## src/rtl/lbc_pkg.sv

```systemverilog
// Shared types and codes for the LRU block buffer cache.
package lbc_pkg;

  localparam int unsigned SLOT_W = 8;  // wide enough for the largest cache

  typedef enum logic [1:0] {
    REQ_GET     = 2'd0,
    REQ_WRITE   = 2'd1,
    REQ_RELEASE = 2'd2,
    REQ_DONE    = 2'd3
  } req_e;

  typedef enum logic [1:0] {
    ST_OK        = 2'd0,
    ST_NO_BUFFER = 2'd1,
    ST_MISUSE    = 2'd2
  } status_e;

  typedef struct packed {
    logic [SLOT_W-1:0] slot;
    logic [3:0]        dev;
    logic [31:0]       blk;
    logic [7:0]        cnt;
    logic              valid;
    logic              dirty;
  } entry_t;

  typedef struct packed {
    logic load_front;
    logic shift;
    logic inc;
    logic retag;
    logic set_dirty;
    logic dec;
    logic done;
  } cell_cmd_t;

endpackage

```

## src/rtl/lbc_cell.sv

```systemverilog
// One recency position of the buffer cache: holds the entry that sits there.
module lbc_cell #(
  parameter int unsigned RESET_SLOT = 0
) (
  input  logic               clk_i,
  input  logic               rst_ni,
  input  lbc_pkg::cell_cmd_t cmd_i,
  input  lbc_pkg::entry_t    left_i,
  input  lbc_pkg::entry_t    front_i,
  input  logic [3:0]         dev_i,
  input  logic [31:0]        blk_i,
  output lbc_pkg::entry_t    entry_o,
  output logic               hit_o,
  output logic               vic_o
);
  import lbc_pkg::*;

  localparam entry_t RESET_ENTRY = '{slot: SLOT_W'(RESET_SLOT), default: '0};

  entry_t entry_q, entry_d;

  always_comb begin
    entry_d = entry_q;
    priority if (cmd_i.load_front) begin
      entry_d = front_i;
    end else if (cmd_i.shift) begin
      entry_d = left_i;
    end else begin
      if (cmd_i.inc && entry_q.cnt != 8'hFF) entry_d.cnt = entry_q.cnt + 8'd1;
      if (cmd_i.retag) begin
        entry_d.dev   = dev_i;
        entry_d.blk   = blk_i;
        entry_d.valid = 1'b0;
        entry_d.dirty = 1'b0;
        entry_d.cnt   = 8'd1;
      end
      if (cmd_i.set_dirty) entry_d.dirty = 1'b1;
      if (cmd_i.dec) entry_d.cnt = entry_q.cnt - 8'd1;
      if (cmd_i.done) begin
        entry_d.valid = 1'b1;
        entry_d.dirty = 1'b0;
      end
    end
  end

  always_ff @(posedge clk_i or negedge rst_ni) begin
    if (!rst_ni) begin
      entry_q <= RESET_ENTRY;
    end else begin
      entry_q <= entry_d;
    end
  end

  assign entry_o = entry_q;
  assign hit_o   = (entry_q.dev == dev_i) && (entry_q.blk == blk_i);
  assign vic_o   = (entry_q.cnt == 8'd0) && !entry_q.dirty;

endmodule

```

## config.mk

```make
export PLATFORM = sky130hd
export DESIGN_NAME = lbc_cell
export DESIGN_NICKNAME = d
export VERILOG_FILES = /design/src/rtl/lbc_pkg.sv /design/src/rtl/lbc_cell.sv
export SDC_FILE = /design/constraint.sdc
export NUM_CORES = 1
export LEC_CHECK = 0
export ABC_AREA = 1
export BUFFER_PORTS_ARGS = -buffer_cell sky130_fd_sc_hd__buf_4
export CORE_MARGIN = 1.5
export CORE_UTILIZATION = 45
export DETAILED_ROUTE_END_ITERATION = 6
export HOLD_SLACK_MARGIN = 0.06
export PLACE_DENSITY_LB_ADDON = 0.08
export SETUP_SLACK_MARGIN = 0.02
export SYNTH_ARGS = -nofsm -noshare
export SYNTH_HDL_FRONTEND = slang
export SYNTH_SLANG_ARGS = --single-unit
export TNS_END_PERCENT = 1
```

## constraint.sdc

```tcl
create_clock -name clk_i -period 1.7 [get_ports clk_i]
set_input_delay 0.34 -clock clk_i [delete_from_list [all_inputs] [get_ports clk_i]]
set_output_delay 0.34 -clock clk_i [all_outputs]
set_load 0.01 [all_outputs]
```

# Word level (Yosys, flattened, before mapping)
# Cells that the tools add are included.
# word_totals
elab_cells	29
ff_bits	54
input_bits	153
output_inout_bits	56
# classes
n_mux	8
addsub	2
eq_ne	3
n_reduce_logical	10
# ops
operator	count
46-bit two-way mux	2
54-bit two-way mux	1
32-bit == test	1
8-bit two-way mux	3
5-bit nonzero test	2
8-bit by 1-bit adder with 8-bit output, second input constant	1
8-bit zero test	1
8-bit inequality test, second input constant	1
8-bit by 1-bit subtractor with 8-bit output, second input constant	1
4-bit == test	1
4-bit nonzero test	1
1-bit logical AND	3
3-bit nonzero test	1
2-bit two-way mux	1
2-bit nonzero test	1
1-bit zero test	1
1-bit two-way mux	1

# Logic depth before layout (Yosys ltp)
# depth
ltp_word	8
mapped_depth	9
depth_no_buf	9

# Least setup slack after synthesis
# No wires, ideal clock.
# synth_path
path_type	register -> output
from	reg entry_q (netlist bit entry_o[5])
to	out vic_o
path_stages_with_launch	4
required_ns	1.360
t_arrival_ns	1.248
slack_ns	0.112
path_buffers	0
path_cell_list	dfrtp_1 nor2_1 nand2_1 nor4b_1
# synth_via
elab_chain_len	2
# synth_rtl
item	line	text
start, declared	lbc_cell.sv:20	entry_t entry_q, entry_d;
start signal, assigned	lbc_cell.sv:50	entry_q <= entry_d;
8-bit zero test	lbc_cell.sv:56	assign vic_o = (entry_q.cnt == 8'd0) && !entry_q.dirty;
1-bit logical AND	lbc_cell.sv:56	
end, declared	lbc_cell.sv:14	output logic vic_o
# Every way passes these cells.

# Worst setup path in the final report
# layout_path
from	reg entry_q (netlist bit entry_o[24])
to	out hit_o
# layout_via
elab_chain_len	2
# layout_rtl
item	line	text
32-bit == test	lbc_cell.sv:55	assign hit_o = (entry_q.dev == dev_i) && (entry_q.blk == blk_i);
1-bit logical AND	lbc_cell.sv:55	
end, declared	lbc_cell.sv:13	output logic hit_o,
# Every way passes these cells.

==> results.toml <==
[global_routing]
grt_max_degree = 45
antenna_found_initial = 0
grt_usage_pct = 28.8
grt_overflow_total = 0
grt_pass1_vias = 4224
grt_pass1_wl_um = 20100

[cells_and_area]
fillers = 717
nNetsFinal = 932
final_common_cell = "buf_4"
multi_input_area_mm2 = 0.00216
largest_reg_flops = 54
final-seq-area_mm2 = 0.00136
layout_common_cells = "buf_4, nand2_1, o21ai_0"
diodes = 0
syn_to_final_growth_pct = 51.7
drive_above_1_share_pct = 34.0

[floorplanning]
ios = 209
dieWidth_um = 94.1
dieArea_mm2 = 0.00886
core_mm2 = 0.00813
initial_core_util_pct = 45.9
fp-row-count = 33
die_h_um = 94.1

[timing]
finalHoldViolCount = 0
period_minus_slack_ns = 1.87
fmax_mhz = 534
slew_violations = 0
timing.hold.ws_ns = 0.221
min_period_over_period_pct = 110
worstMarginPinSlew_ns = 0.896
setup_viol = 2
skew_ns = 0.00401
max_slew_margin_pct = 40.1
rsz0062_at_grt = "true"
fin_ws_ns = -0.172

[route]
drt-total-wl_um = 13000
post_drt_wl_per_cell_um = 14.7
vias = 4600
vias_per_cell = 5.22
drc = 0
dr.pass1.iters = 5
drt_iter0_markers = 227
ant_nets = 0

[clock_network]
cts_buffer_depth = 2
clock_latency_ns = 0.31
clk_transition_reported_paths_ns = 0.11
cts_buffers = 5
htreeDepth = 2
cts_tree = "yes"
cts.sinks = 54
clockRootBuffer = "clkbuf_8"

[power]
p_int_mw = 2.51
p_per_area_mw_per_mm2 = 661
power_frac_clock_pct = 24.1
pwr-share-seq_pct = 41.1
p_leak_nw = 2.92
comb_power_share_pct = 34.9
switching_power_mw = 1.24
power_mw = 3.75
max-vdd-ir-drop_v = 0.000356
p_sw_share_pct = 33.1

[synthesis]
synth-compound-area-share_pct = 17.3
synth_top_cell_area_share_pct = 36.2
yosys_warnings = 0
yosys.area.top_type = "dfrtp_1"
yosys.cell_types.count = 28
syn_area_mm2 = 0.00374
syn-num-nets = 719
syn_inst = 563
avgSynthCellArea_um2 = 6.64
synth_xor_area_share_pct = 4.92
synth_area_leaders = "dfrtp_1, nand2_1, o21ai_0"
synth_top_family_by_area = "simple AND/OR/NAND/NOR gates"
synth_simple_gate_area_share_pct = 33.3
ys_ff_latch = 54
synthMuxAreaShare_pct = 0
synthAdderAreaFrac_pct = 1.00
yosysSeqAreaShare_pct = 36.2

[critical_path]
regToRegStartpoint = "entry_o[2]$_DFFE_PN0P_"
r2r_cells = 8
critPathKind = "flip-flop to output pin"
start_kind = "flip-flop"
cp-end-kind = "output pin"
cp_max_fo = 3
rrSetupSlack_ns = 0.11
cp_data_required_time_ns = 1.36
crit_arrival_ns = 1.53
r2r_end = "entry_o[4]$_DFFE_PN0P_"

[place]
io_buffer_count = 208
routabilityCongestion = 0.948
pre_cts_ws_ns = -0.0113
hpwl_um = 9720

[flow_run]
drv_cap = 0

[outcome]
status = "complete, but fails checks"
violations = "negative setup slack"

[worst_hold_path]
hold_path.startpoint = "left_i[49]"
hold_class = "input pin to flip-flop"
whs_endpoint = "entry_o[49]$_DFFE_PN0P_"
hold_depth = 3
-- repair_timing --
item / CTS / global route
resized for setup: 10 / 8
setup endpoints to repair: 2 / 9
hold buffers: 1 / 0
buffers inserted: 4 / 0
pin swaps: 2 / 3
endpoints found under the hold margin: 24 / 0
-- Yosys cell counts (all sizes together) --
library cell / instances
a22oi: 2
or2: 1
nand2: 218
o221ai: 2
xnor2: 6
xor2: 15
nor3: 4
o22ai: 6
nor4b: 1
clkbuf: 11
nand4: 2
o21bai: 1
buf: 12
ha: 3
nor2: 32
o21ai: 70
dfrtp: 54
a21oi: 40
o211ai: 1
nand3: 36
inv: 44
nand3b: 2
-- final cells by class --
cell class                 instances  area share (%)
clock buffer                       5            1.21
clock inverter                     3           0.772
inverter                          44            2.91
multi-input combinational        442            38.0
sequential                        54            23.9
tap                              105            2.32
timing repair buffer             229            30.8
-- worst max path at each step --
stage	startpoint	to	slack, ns	cells after the start
global placement	blk_i[12]	hit_o	0.04	7
floorplan	entry_o[5]$_DFFE_PN0P_	vic_o	0.11	3
detailed placement	blk_i[12]	hit_o	-0.01	7
CTS	entry_o[22]$_DFFE_PN0P_	hit_o	-0.16	6
finish	entry_o[24]$_DFFE_PN0P_	hit_o	-0.17	9
global route	entry_o[18]$_DFFE_PN0P_	hit_o	-0.27	8
-- metrics by stage --
step | area [um2] | util, % | setup TNS (ns) | instances
after floorplan | 3740 | - | 0 | 563
after global placement | 5470 | 67.2 | 0 | 869
after detailed placement | 5470 | 67.2 | -0.0113 | 869
after CTS | 5640 | 69.4 | -0.231 | 882
after global routing | 5670 | 69.7 | -0.448 | 882
final | 5670 | 69.7 | -0.293 | 882
-- cells by family (layout without fill, tap and decap cells) --
| logic type | Yosys count | after routing |
|---|---|---|
| adders and majority gates | 3 | 3 |
| buffers and inverters | 67 | 281 |
| DFF | 54 | 54 |
| xor gates and xnor gates | 21 | 21 |
| AOI/OAI and AO/OA | 122 | 122 |
| and+or+nand+nor | 296 | 296 |
-- power groups by stage --
| stage | logic (mW) | registers [mW] | clock network [mW] |
|---|---|---|---|
| 6_report | 1.31 | 1.54 | 0.902 |
| 5_1_grt | 1.44 | 1.56 | 0.974 |
| 4_1_cts | 1.30 | 1.53 | 0.923 |
| 3_5_place_dp | 1.27 | 1.55 | 0 |
| 3_3_place_gp | 1.24 | 1.55 | 0 |
| 2_1_floorplan | 0.508 | 1.60 | 0 |
-- worst max-delay path: stages (launching register included) --
cell     delay [ns]
dfrtp_1        0.38
inv_1          0.07
nand2_1        0.06
o21ai_0        0.08
nor2_1         0.12
nand2_1        0.08
nor2_1         0.11
nand3_1        0.10
nor2_1         0.10
buf_4          0.13
-- per-layer routing --
| layer | track usage [%] | share of wire [%] | up-vias |
|---|---|---|---|
| met4 | 8.21 | 1.9 | 0 |
| met1 | 35.6 | 40 | 2109 |
| li1 | - | - | 2248 |
| met5 | 0 | 0 | - |
| met3 | 5.18 | 7.8 | 23 |
| met2 | 51.0 | 51 | 220 |
Power figures use the tool's default switching activity.
